$ cat src/design/ert_pkg.sv
// ----------------------------------------------------------------------------
// ert_pkg: shared types and constants of the echo reply tracker
// Holds the duplicate window size, field layouts, status and register codes
// and the command/status bundles between controller and datapath.
// ----------------------------------------------------------------------------
package ert_pkg;

  // duplicate window, a power of two
  localparam int unsigned DupWindow = 1024;
  localparam int unsigned IdxW      = $clog2(DupWindow);

  localparam logic [31:0] TripMinReset = 32'd999999999;
  localparam logic [15:0] LengthReset  = 16'd68;

  localparam int unsigned CfgIdxW  = 3;
  localparam int unsigned CfgDataW = 32;
  localparam int unsigned InDataW  = 160;
  localparam int unsigned OutDataW = 248;

  typedef logic [IdxW-1:0] slot_t;

  // configuration register indexes
  typedef enum logic [CfgIdxW-1:0] {
    CfgExpLength   = 3'd0,
    CfgExpClass    = 3'd1,
    CfgExpKind     = 3'd2,
    CfgExpPort     = 3'd3,
    CfgExpTag      = 3'd4,
    CfgPacketLimit = 3'd5
  } cfg_reg_e;

  // result status codes
  typedef enum logic [2:0] {
    StatSent      = 3'd0,
    StatRefused   = 3'd1,
    StatReplyOk   = 3'd2,
    StatDuplicate = 3'd3,
    StatTooShort  = 3'd4,
    StatForeign   = 3'd5
  } status_e;

  // input data layout, last field in the lowest bits
  typedef struct packed {
    logic [31:0] now_ms;
    logic [31:0] sent_time_ms;
    logic [15:0] reply_seq;
    logic [31:0] reply_tag;
    logic [15:0] reply_port;
    logic [7:0]  frame_kind;
    logic [7:0]  frame_class;
    logic [15:0] frame_length;
  } frame_t;

  // controller to datapath
  typedef struct packed {
    logic  load_in;
    logic  lookup;
    logic  exec;
    logic  clear_we;
    slot_t clear_addr;
  } ert_cmd_t;

  // datapath to controller
  typedef struct packed {
    logic out_free;
  } ert_sts_t;

endpackage

$ cat src/design/ert_ctrl.sv
// ----------------------------------------------------------------------------
// ert_ctrl: sequencing of the echo reply tracker
// Sweeps the seen bitmap after reset, then steps each item through
// accept, bitmap lookup and update.
// ----------------------------------------------------------------------------
module ert_ctrl
  import ert_pkg::*;
(
  input  logic     clk_i,
  input  logic     rst_ni,
  input  logic     in_valid_i,
  output logic     in_ready_o,
  input  ert_sts_t sts_i,
  output ert_cmd_t cmd_o
);

  typedef enum logic [3:0] {
    StClear  = 4'b0001,
    StIdle   = 4'b0010,
    StLookup = 4'b0100,
    StExec   = 4'b1000
  } state_e;

  state_e state_q, state_d;
  slot_t  clr_q, clr_d;
  logic   clr_last;

  assign clr_last = (clr_q == slot_t'(DupWindow - 1));

  // next state and commands
  always_comb begin
    state_d         = state_q;
    clr_d           = clr_q;
    in_ready_o      = 1'b0;
    cmd_o           = '0;
    cmd_o.clear_addr = clr_q;
    unique case (state_q)
      StClear: begin
        cmd_o.clear_we = 1'b1;
        clr_d          = clr_q + slot_t'(1);
        if (clr_last) begin
          state_d = StIdle;
        end
      end
      StIdle: begin
        in_ready_o    = 1'b1;
        cmd_o.load_in = in_valid_i;
        if (in_valid_i) begin
          state_d = StLookup;
        end
      end
      StLookup: begin
        cmd_o.lookup = 1'b1;
        state_d      = StExec;
      end
      StExec: begin
        // wait until the output register can take the result
        if (sts_i.out_free) begin
          cmd_o.exec = 1'b1;
          state_d    = StIdle;
        end
      end
      default: begin
        state_d = StClear;
      end
    endcase
  end

  // state registers
  always_ff @(posedge clk_i or negedge rst_ni) begin
    if (!rst_ni) begin
      state_q <= StClear;
      clr_q   <= '0;
    end else begin
      state_q <= state_d;
      clr_q   <= clr_d;
    end
  end

endmodule

$ cat src/design/ert_datapath.sv
// ----------------------------------------------------------------------------
// ert_datapath: registers, seen bitmap and statistics of the tracker
// Holds the configuration, the input item, the duplicate bitmap memory,
// the saturating counters and trip statistics, and the output register.
// ----------------------------------------------------------------------------
module ert_datapath
  import ert_pkg::*;
(
  input  logic                clk_i,
  input  logic                rst_ni,
  input  logic                cfg_valid_i,
  input  logic [CfgIdxW-1:0]  cfg_index_i,
  input  logic [CfgDataW-1:0] cfg_data_i,
  input  frame_t              in_data_i,
  input  logic                in_type_i,
  input  logic                out_ready_i,
  output logic                out_valid_o,
  output logic [OutDataW-1:0] out_data_o,
  output logic [2:0]          out_status_o,
  input  ert_cmd_t            cmd_i,
  output ert_sts_t            sts_o
);

  function automatic logic [31:0] sat_inc(input logic [31:0] v);
    return (v == 32'hFFFF_FFFF) ? v : v + 32'd1;
  endfunction

  // configuration registers
  logic [15:0] exp_length_q;
  logic [7:0]  exp_class_q;
  logic [7:0]  exp_kind_q;
  logic [15:0] exp_port_q;
  logic [31:0] exp_tag_q;
  logic [31:0] limit_q;

  always_ff @(posedge clk_i or negedge rst_ni) begin
    if (!rst_ni) begin
      exp_length_q <= LengthReset;
      exp_class_q  <= '0;
      exp_kind_q   <= '0;
      exp_port_q   <= '0;
      exp_tag_q    <= '0;
      limit_q      <= '0;
    end else if (cfg_valid_i) begin
      unique case (cfg_reg_e'(cfg_index_i))
        CfgExpLength:   exp_length_q <= cfg_data_i[15:0];
        CfgExpClass:    exp_class_q  <= cfg_data_i[7:0];
        CfgExpKind:     exp_kind_q   <= cfg_data_i[7:0];
        CfgExpPort:     exp_port_q   <= cfg_data_i[15:0];
        CfgExpTag:      exp_tag_q    <= cfg_data_i;
        CfgPacketLimit: limit_q      <= cfg_data_i;
        default: ;
      endcase
    end
  end

  // input item register
  frame_t in_q;
  logic   type_q;

  always_ff @(posedge clk_i) begin
    if (cmd_i.load_in) begin
      in_q   <= in_data_i;
      type_q <= in_type_i;
    end
  end

  // statistics state
  logic [31:0] sent_q, recv_q, dup_q, min_q, max_q, sum_q;
  logic        answered_q;
  logic [31:0] sent_d, recv_d, dup_d, min_d, max_d, sum_d;
  logic        answered_d;

  // seen bitmap
  logic  seen_mem [DupWindow];
  logic  seen_rd_q;
  logic  mem_we;
  slot_t mem_waddr;
  logic  mem_wdata;
  slot_t rd_slot;

  assign rd_slot = in_q.reply_seq[IdxW-1:0];

  always_ff @(posedge clk_i) begin
    if (mem_we) begin
      seen_mem[mem_waddr] <= mem_wdata;
    end
    if (cmd_i.lookup) begin
      seen_rd_q <= seen_mem[rd_slot];
    end
  end

  // item evaluation
  logic        tx_ok, too_short, match, hit;
  logic [31:0] trip;
  logic [32:0] sum_ext;
  logic [15:0] seq_out;
  status_e     status;
  logic        limit_hit;

  always_comb begin
    trip      = in_q.now_ms - in_q.sent_time_ms;
    tx_ok     = (limit_q == '0) || (sent_q < limit_q);
    too_short = (in_q.frame_length < exp_length_q);
    match     = (in_q.frame_length == exp_length_q) && (in_q.frame_class == exp_class_q) &&
                (in_q.frame_kind == exp_kind_q) && (in_q.reply_port == exp_port_q) &&
                (in_q.reply_tag == exp_tag_q);
    hit       = type_q && !too_short && match;
    sum_ext   = {sum_q[31], sum_q} + {trip[31], trip};

    sent_d     = sent_q;
    recv_d     = recv_q;
    dup_d      = dup_q;
    min_d      = min_q;
    max_d      = max_q;
    sum_d      = sum_q;
    answered_d = answered_q;
    seq_out    = '0;
    mem_we     = 1'b0;
    mem_waddr  = sent_q[IdxW-1:0];
    mem_wdata  = 1'b0;

    if (!type_q) begin
      if (tx_ok) begin
        status     = StatSent;
        seq_out    = sent_q[15:0];
        sent_d     = sat_inc(sent_q);
        answered_d = 1'b0;
        mem_we     = cmd_i.exec;
      end else begin
        status = StatRefused;
      end
    end else if (too_short) begin
      status = StatTooShort;
    end else if (!match) begin
      status = StatForeign;
    end else begin
      if ((sent_q != '0) && ({16'd0, in_q.reply_seq} == sent_q - 32'd1)) begin
        answered_d = 1'b1;
      end
      // signed saturation of the running sum
      if (sum_ext[32] != sum_ext[31]) begin
        sum_d = sum_ext[32] ? 32'h8000_0000 : 32'h7FFF_FFFF;
      end else begin
        sum_d = sum_ext[31:0];
      end
      if ($signed(trip) < $signed(min_q)) min_d = trip;
      if ($signed(trip) > $signed(max_q)) max_d = trip;
      if (seen_rd_q) begin
        status = StatDuplicate;
        dup_d  = sat_inc(dup_q);
      end else begin
        status    = StatReplyOk;
        recv_d    = sat_inc(recv_q);
        mem_we    = cmd_i.exec;
        mem_waddr = rd_slot;
        mem_wdata = 1'b1;
      end
    end

    // reset sweep owns the write port
    if (cmd_i.clear_we) begin
      mem_we    = 1'b1;
      mem_waddr = cmd_i.clear_addr;
      mem_wdata = 1'b0;
    end

    limit_hit = (limit_q != '0) && (sent_d == limit_q);
  end

  always_ff @(posedge clk_i or negedge rst_ni) begin
    if (!rst_ni) begin
      sent_q     <= '0;
      recv_q     <= '0;
      dup_q      <= '0;
      min_q      <= TripMinReset;
      max_q      <= '0;
      sum_q      <= '0;
      answered_q <= 1'b1;
    end else if (cmd_i.exec) begin
      sent_q     <= sent_d;
      recv_q     <= recv_d;
      dup_q      <= dup_d;
      min_q      <= min_d;
      max_q      <= max_d;
      sum_q      <= sum_d;
      answered_q <= answered_d;
    end
  end

  // output register
  logic                out_valid_q;
  logic [OutDataW-1:0] out_data_q;
  logic [2:0]          out_status_q;

  always_ff @(posedge clk_i or negedge rst_ni) begin
    if (!rst_ni) begin
      out_valid_q <= 1'b0;
    end else if (cmd_i.exec) begin
      out_valid_q <= 1'b1;
    end else if (out_ready_i) begin
      out_valid_q <= 1'b0;
    end
  end

  always_ff @(posedge clk_i) begin
    if (cmd_i.exec) begin
      out_status_q <= status;
      out_data_q   <= {6'd0, limit_hit, answered_d, sum_d, max_d, min_d, dup_d, recv_d,
                       sent_d, (hit ? trip : 32'd0), seq_out};
    end
  end

  assign out_valid_o   = out_valid_q;
  assign out_data_o    = out_data_q;
  assign out_status_o  = out_status_q;
  assign sts_o.out_free = !out_valid_q || out_ready_i;

endmodule

$ cat src/design/echo_reply_tracker.sv
// ----------------------------------------------------------------------------
// echo_reply_tracker: echo request and reply tracker
// Numbers outgoing requests, checks incoming replies, flags duplicates
// through a seen bitmap and keeps saturating counters and trip statistics.
// ----------------------------------------------------------------------------
//  channel   direction  handshake               payload
//  s_axis    in         tvalid / tready         tuser req_type, tdata frame fields
//  m_axis    out        tvalid / tready         tuser status, tdata counters and stats
//  cfg       in         cfg_valid / cfg_ready   cfg_index, cfg_data
//
//  each item steps through accept, registered bitmap read, update
//  the bitmap memory read port sets the lookup cycle; one item in flight
//  after reset a sweep clears all 1024 bitmap entries, s_axis_tready stays low
//  a stalled m_axis holds the update until the output register frees up
//  cfg writes are taken in every cycle
// ----------------------------------------------------------------------------
module echo_reply_tracker
  import ert_pkg::*;
(
  input  logic                clk_i,
  input  logic                rst_ni,
  // stream in
  input  logic                s_axis_tvalid,
  output logic                s_axis_tready,
  // frame_length, frame_class, frame_kind, reply_port, reply_tag,
  // reply_seq, sent_time_ms, now_ms
  input  logic [InDataW-1:0]  s_axis_tdata,
  // req_type
  input  logic                s_axis_tuser,
  // stream out
  output logic                m_axis_tvalid,
  input  logic                m_axis_tready,
  // seq_out, trip_ms, sent_total, received_total, duplicate_total,
  // min_trip_ms, max_trip_ms, trip_sum_ms, caught_up, limit_hit, zero pad
  output logic [OutDataW-1:0] m_axis_tdata,
  // status
  output logic [2:0]          m_axis_tuser,
  // configuration writes
  input  logic                cfg_valid_i,
  output logic                cfg_ready_o,
  input  logic [CfgIdxW-1:0]  cfg_index_i,
  input  logic [CfgDataW-1:0] cfg_data_i
);

  ert_cmd_t cmd;
  ert_sts_t sts;

  assign cfg_ready_o = 1'b1;

  ert_ctrl u_ctrl (
    .clk_i      (clk_i),
    .rst_ni     (rst_ni),
    .in_valid_i (s_axis_tvalid),
    .in_ready_o (s_axis_tready),
    .sts_i      (sts),
    .cmd_o      (cmd)
  );

  ert_datapath u_datapath (
    .clk_i        (clk_i),
    .rst_ni       (rst_ni),
    .cfg_valid_i  (cfg_valid_i),
    .cfg_index_i  (cfg_index_i),
    .cfg_data_i   (cfg_data_i),
    .in_data_i    (frame_t'(s_axis_tdata)),
    .in_type_i    (s_axis_tuser),
    .out_ready_i  (m_axis_tready),
    .out_valid_o  (m_axis_tvalid),
    .out_data_o   (m_axis_tdata),
    .out_status_o (m_axis_tuser),
    .cmd_i        (cmd),
    .sts_o        (sts)
  );

  // one item in flight: no accept in the cycle after an accept
  assert property (@(posedge clk_i) disable iff (!rst_ni)
    (s_axis_tvalid && s_axis_tready) |=> !s_axis_tready)
    else $error("input accepted while an item is in flight");

  // a sent request always leaves a nonzero sent count
  assert property (@(posedge clk_i) disable iff (!rst_ni)
    (m_axis_tvalid && (m_axis_tuser == StatSent)) |-> (m_axis_tdata[79:48] != 32'd0))
    else $error("sent status with zero sent total");

  // a fresh reply always leaves a nonzero received count
  assert property (@(posedge clk_i) disable iff (!rst_ni)
    (m_axis_tvalid && (m_axis_tuser == StatReplyOk)) |-> (m_axis_tdata[111:80] != 32'd0))
    else $error("reply ok with zero received total");

  // a refused request carries no sequence number and no trip time
  assert property (@(posedge clk_i) disable iff (!rst_ni)
    (m_axis_tvalid && (m_axis_tuser == StatRefused)) |-> (m_axis_tdata[47:0] == 48'd0))
    else $error("refused request with sequence or trip set");

endmodule
$ cat config.mk
export PLATFORM = sky130hd
export DESIGN_NAME = echo_reply_tracker
export DESIGN_NICKNAME = d
export VERILOG_FILES = /design/src/design/ert_pkg.sv /design/src/design/ert_ctrl.sv /design/src/design/ert_datapath.sv /design/src/design/echo_reply_tracker.sv
export SDC_FILE = /design/constraint.sdc
export NUM_CORES = 2
export LEC_CHECK = 0
export BUFFER_PORTS_ARGS = -buffer_cell sky130_fd_sc_hd__clkbuf_2
export CAP_MARGIN = 25
export CORE_ASPECT_RATIO = 0.9
export CORE_MARGIN = 10
export CORE_UTILIZATION = 36
export DETAILED_ROUTE_END_ITERATION = 6
export GPL_TIMING_DRIVEN = 0
export PLACE_DENSITY_LB_ADDON = 0.12
export SLEW_MARGIN = 20
export SYNTH_ARGS = -nofsm -noshare
export SYNTH_HDL_FRONTEND = slang
export SYNTH_HIERARCHICAL = 1
export SYNTH_SLANG_ARGS = --single-unit
$ cat constraint.sdc
create_clock -name clk_i -period 58.3 [get_ports clk_i]
set_input_delay 11.66 -clock clk_i [delete_from_list [all_inputs] [get_ports clk_i]]
set_output_delay 11.66 -clock clk_i [all_outputs]
set_load 0.03 [all_outputs]
# Yosys cells after proc, flatten, opt, wreduce, memory -nomap -nowiden
# Memory sizes are Yosys's and may differ from the RTL's. A register that Yosys moved wholly into a read port is not among the register bits.
# Index checks and enable logic that the tools add are counted.
[totals]
inputBits = 201
mem_bits_rw = 1024
output_inout_bits = 254
mem_count = 1
regBits = 726
wordCells = 157
[op_classes]
n_eq_ne = 24
muxes = 66
reduce_logical = 25
n_lt_le_gt_ge = 4
n_bitwise = 1
add_sub_neg = 7
[mem_list]
columns = ["memory", "depth", "word_bits", "read_ports", "rd_clocked_by_memory_dff", "wr", "line_no", "source"]
rows = [
  ["u_datapath.seen_mem", 1024, 1, 1, 1, 1, "ert_datapath.sv:75", "logic seen_mem [DupWindow];"],
]
[op_table]
columns = ["operator", "count"]
rows = [
  ["32-bit 2-to-1 mux", 26],
  ["32-bit by 1-bit adder with 32-bit output (second input constant)", 3],
  ["32-bit == test (second input constant)", 3],
  ["32-bit == test", 2],
  ["32-bit less-than comparator", 2],
  ["32-bit nonzero test", 2],
  ["10-bit 2-to-1 mux", 5],
  ["32-bit by 32-bit adder with 33-bit output", 1],
  ["16-bit == test", 2],
  ["16-bit by 32-bit == test with 1-bit output", 1],
  ["32-bit greater-than comparator", 1],
  ["32-bit logical NOT", 1],
  ["32-bit by 1-bit subtractor with 32-bit output (second input constant)", 1],
  ["32-bit subtractor", 1],
  ["1-bit 2-to-1 mux", 28],
  ["8-bit == test", 2],
  ["16-bit less-than comparator", 1],
  ["4-bit one-hot mux with 4 select lines", 1],
  ["4-bit 2-to-1 mux", 3],
  ["2-bit AND reduction", 6],
  ["10-bit by 1-bit adder with 10-bit output (second input constant)", 1],
  ["10-bit == test (second input constant)", 1],
  ["3-bit 2-to-1 mux", 3],
  ["1-bit logical AND", 8],
  ["other kinds (17)", 22],
]

# Depth between registers and ports, before layout
[logic_depth]
ltp_word = 11
ltp_mapped = 29
ltp_nobuf = 27

# Hierarchy
# The synthesis kept the hierarchy.
[by_module_without_submodules]
columns = ["module", "cells_per_inst", "seq_area_each_um2", "area_each_um2", "instances"]
rows = [
  ["ert_datapath", 5966, 50658.6, 80034.3, 1],
  ["ert_ctrl", 65, 351.6, 714.4, 1],
  ["echo_reply_tracker", 2, 0.0, 11.3, 1],
]

# Least setup slack after synthesis
# OpenSTA, ideal clock, no wires.
[synth_timing]
path_kind = "reg-to-reg"
startpoint = "reg u_datapath/in_q[14] (netlist name)"
endpoint = "mem u_datapath.seen_mem[0], data pin"
synth_period_minus_slack_ps = 48064
n_path_buf = 2
t_arrival_ps = 40314
slack_ps = 10236
stages_incl_launch_ff = 11
setup_time_ps = 7750
cell_sequence = "edfxtp_1 ha_1 nand4_1 nor2_1 o2111ai_1 nor4_1 nand4_1 a211o_1 clkbuf_1 clkbuf_1 nor3_1"
[synth_between]
elab_chain_cells = 9
[synth_rtl]
columns = ["item", "line_no", "source"]
rows = [
  ["start: declaration", "ert_datapath.sv:58", "frame_t in_q;"],
  ["start signal: assignment", "ert_datapath.sv:63", "in_q <= in_data_i;"],
  ["branches (longest 6 deep; another with 16-bit less-than comparator)", "--", ""],
  ["1-bit 2-to-1 mux *", "ert_datapath.sv:133", "end else if (too_short) begin"],
  ["1-bit 2-to-1 mux *", "ert_datapath.sv:123", "if (!type_q) begin"],
  ["1-bit 2-to-1 mux *", "ert_datapath.sv:162", "if (cmd_i.clear_we) begin"],
  ["named net u_datapath.mem_wdata", "ert_datapath.sv:79", "logic mem_wdata;"],
  ["end: declaration", "ert_datapath.sv:75", ""],
]
# Mark *: on every way through the listed nets, which the timed path passes.

==> impl_results.md <==
- Sink Count: between 1500 and 2000
- Clock Power Share: a little over two fifths
- Synth top area share: a little over half
- Hold Path Cell Cnt: 1
- Seq/Total Area, Yosys: between 60% and 70%
- Final hold violations: 0
- Max-slew headroom: a little under a quarter
- Min-delay src: u_ctrl/clr_q[9]$_DFFE_PN0N_
- Switching part of the total: 25.6%
- Initial Utilization: 36.3%
- Total GRT Usage: roughly 23%
- Final Setup Violations: 0
- Worst setup margin: between 40 and 50 ns
- Skew final: around 0.035 ns
- R2r startpoint: u_datapath/in_q[128]$_DFFE_PP_
- Worst-path cell chain: clkbuf_2, nand2b_1, nand3b_1, nor3_2, buf_4, clkbuf_1, buf_1, clkbuf_1, o21ai_0
- Area after DPL: approximately 0.088 mm2
- RePlAce Congestion: around 0.90
- Hold Crit Class: reg2reg
- Vias in the first global route: roughly 54000
- Dpl ws: roughly 43 ns
- Count of pins over their slew limit: 0
- Share of layout cells above drive strength 1: 23.0%
- Final Net Count: about 7200
- Synth-to-layout area growth: 17.2%
- DR DRC count: 0
- Largest fanout on the critical path: 10
- Kind of critical path: in2reg
- # IOs: approximately 460
- Seq pwr share: roughly 49%
- WP buf/inv: 5
- Die area: 0.244 mm2
- Worst path depth: 9
- Internal power: between 0.002 and 0.0025 W
- CP Launch Type: input pin
- Setup Buffers After CTS: 0
- TritonCTS clock tree: yes
- Synthesized area per cell: approximately 13 um2
- Gr ovfl total: 0
- Global-route wire length before repair: 402000 um
- WL final: ~280000 um
- CTS Buf Count: 191
- Cell mode on critical path: clkbuf_1
- Antenna-violating nets left: 0
- Post-Syn Instances: 6033
- Die Y: between 400 and 500 um
- IO Port Bufs: 447
- Dominant cell type by area after synthesis: edfxtp_1
- Post-synth cell types: between 90 and 100
- Clk slew on worst S/H paths: about 0.06 ns
- Setup TNS: 0 ns
- Routed len/inst: between 20 and 30 um
- Routed vias: 54500
- First DRT Iteration DRCs: between 6000 and 7000
- Psw: 0.000725 W
- DIE WIDTH: 519 um
- Final Cell Area: about 0.095 mm2
- RSZ-0062 raised after global routing: no
- Top FF cell, synth: edfxtp_1
- Max-cap violations: 0
- Worst setup EP type: flop
- Comb power frac: 8.3%
- F_max: 0.0710 GHz
- Number of synthesized register bits: 1751
- Top cells by area, synth: edfxtp_1 53%, mux4_2 9.5%, dfrtp_1 9.1%
- Drt pass-1 iters: 5
- Share of flip-flops with an asynchronous set or reset: approximately 18%
- Worst-Skew Late Latency: between 0.8 and 0.9 ns
- Hold slack: around 0.5 ns
- Data arrival time of the critical path: 14.78 ns
- Synth warnings: 6
- CP peak stage delay: roughly 0.81 ns
- Root Buffer: clkbuf_16
- Worst-Margin Slew: between 1 and 1.5 ns
- CP top delay family: buffers and inverters
- HPWL Detailed: slightly above 200000 um
- # hold bufs at CTS: 0
- Worst setup path start: m_axis_tready
- Maximum vdd ir drop: 31.8 uV
- Initial antenna violation count: 24
- Htree depth: 4
- Post-layout min period: between 10 and 15 ns
- Status: finished, final reports clean
- CP max stage cell: buf_1
- Mapped Area: 0.0808 mm2
- Post-synth EDFFs: about 1400
- Row count: around 160
- Number of vias per cell: about 5.5
- Resized Gates After CTS: 0
- Core area: about 0.22 mm2
- Max Root-Sink Buffers: 3
- Power Density: ~30 mW/mm2
- Final worst-path cycle share: 24.2%
- R2R cell count: 29
- Leakage: around 32 nW
- Pin count of the biggest net entering global routing: ~80
- CP Data Required Time: around 60 ns
==> area by class of cell <==
cell class	count	area, um2
antenna	7	17.5
buffer	406	1810
clock buffer	254	5240
clock inverter	99	985
fill	20900	128000
inverter	213	800
multi-input combinational	3668	27300
sequential	1751	51000
tap	2988	3740
timing repair buffer	584	3760
==> path summary, 6_finish.rpt <==
kind | end | slack [ns]
worst max-delay path | u_datapath/max_q[1]$_DFFE_PN0P_ | 44.21
worst min-delay path | u_ctrl/state_q[0]$_DFFE_PN1P_ | 0.49
worst max register to register | u_datapath/out_data_o[191]$_DFFE_PP_ | 49.16
worst min register to register | u_ctrl/state_q[0]$_DFFE_PN1P_ | 0.49
max in group asynchronous | u_datapath/exp_kind_q[5]$_DFFE_PN0P_ | 45.47
min in group asynchronous | u_datapath/sum_q[25]$_DFFE_PN0P_ | 10.84
==> worst register-to-register path, delay by kind of cell (launching register included) <==
kind	cells	cell delay, ns
and+or+nand+nor	7	1.26
buffers and inverters	6	1.92
xor gates and xnor gates	1	0.52
adders and majority gates	3	0.96
AOI/OAI and AO/OA	12	3.89
DFF	1	0.37
==> flip-flops by register name, summed over array words and instances, names as in the netlist, 8 cells and up <==
name                     flops
u_datapath/seen_mem       1024
u_ctrl/clr_q                10
u_datapath/in_q            160
u_datapath/sum_q            32
u_datapath/min_q            32
u_datapath/exp_port_q       16
u_datapath/exp_tag_q        32
u_datapath/out_data_o      242
u_datapath/exp_kind_q        8
u_datapath/exp_length_q     16
u_datapath/dup_q            32
u_datapath/limit_q          32
u_datapath/sent_q           32
u_datapath/max_q            32
u_datapath/recv_q           32
u_datapath/exp_class_q       8
==> metrics by stage <==
| stage | power [W] | instances | utilization [%] |
|---|---|---|---|
| final | 0.00284 | 9970 | 42.5 |
| after global routing | 0.00293 | 9968 | 42.5 |
| after CTS | 0.00286 | 9960 | 42.5 |
| after detailed placement | 0.00164 | 9607 | 39.7 |
| after global placement | 0.00164 | 9473 | 39.0 |
| after floorplan | 0.00152 | 6038 | - |
==> power by group through the flow <==
stage / Sequential, W / Clock (W) / Combinational [W]
floorplan: 0.00140 / 0 / 0.000123
global placement: 0.00141 / 0 / 0.000227
detailed placement: 0.00141 / 0 / 0.000231
CTS: 0.00139 / 0.00124 / 0.000233
global route: 0.00139 / 0.00129 / 0.000248
finish: 0.00139 / 0.00122 / 0.000236
==> placed cells by master (no fill, tap or decap), types with 133 or more instances in the layout <==
master / n
clkbuf_2: 483
o21ai_0: 206
ha_1: 178
clkbuf_16: 193
xnor2_1: 187
edfxtp_1: 1431
clkbuf_1: 212
mux4_2: 341
inv_1: 213
nand2_1: 355
mux2_2: 133
nor2_1: 1254
xor2_1: 152
dfrtp_1: 295
buf_2: 147
==> cell families after synthesis <==
family                     Yosys count  share of synthesized area, %
adders and majority gates          182                          2.83
DFF                               1751                          63.2
other                                2                       0.00930
buffers and inverters              619                          3.16
muxes                              499                          11.7
xor gates and xnor gates           347                          3.87
AOI/OAI and AO/OA                  547                          4.16
and+or+nand+nor                   2086                          11.1
==> synthesized netlist by cell type (11+ instances only) <==
master and count:
a21o_1 55, nand4_1 75, xnor2_1 188, buf_1 56, mux4_2 341, buf_2 133
clkbuf_1 204, a211oi_1 22, o21a_1 29, a31oi_1 13, dfstp_2 25, nor3_1 78
nand2_1 355, nor4_1 41, ha_1 178, a21oi_1 124, nor2_1 1255, o21ai_0 206
mux2_2 133, nand2b_1 13, mux2i_1 25, or3_1 11, and2_1 29, nor2b_1 22
xor2_1 153, edfxtp_1 1431, and3_1 39, and4_1 15, o211ai_1 11, nand3_1 94
o31ai_1 11, dfrtp_1 295, inv_1 213
==> layer usage <==
metal  vias up  GRT usage [%]  wire length (um)  part of all wire [%]
met5         -              0                60                 0.021
met4        10           6.50              8900                   3.1
met3       428           4.71             23700                   8.3
met2      2347           33.8            125000                    44
met1     28300           33.0            127000                    45
li1      23500              -                 -                     -
No activity file was read; power rests on OpenSTA's default activity.
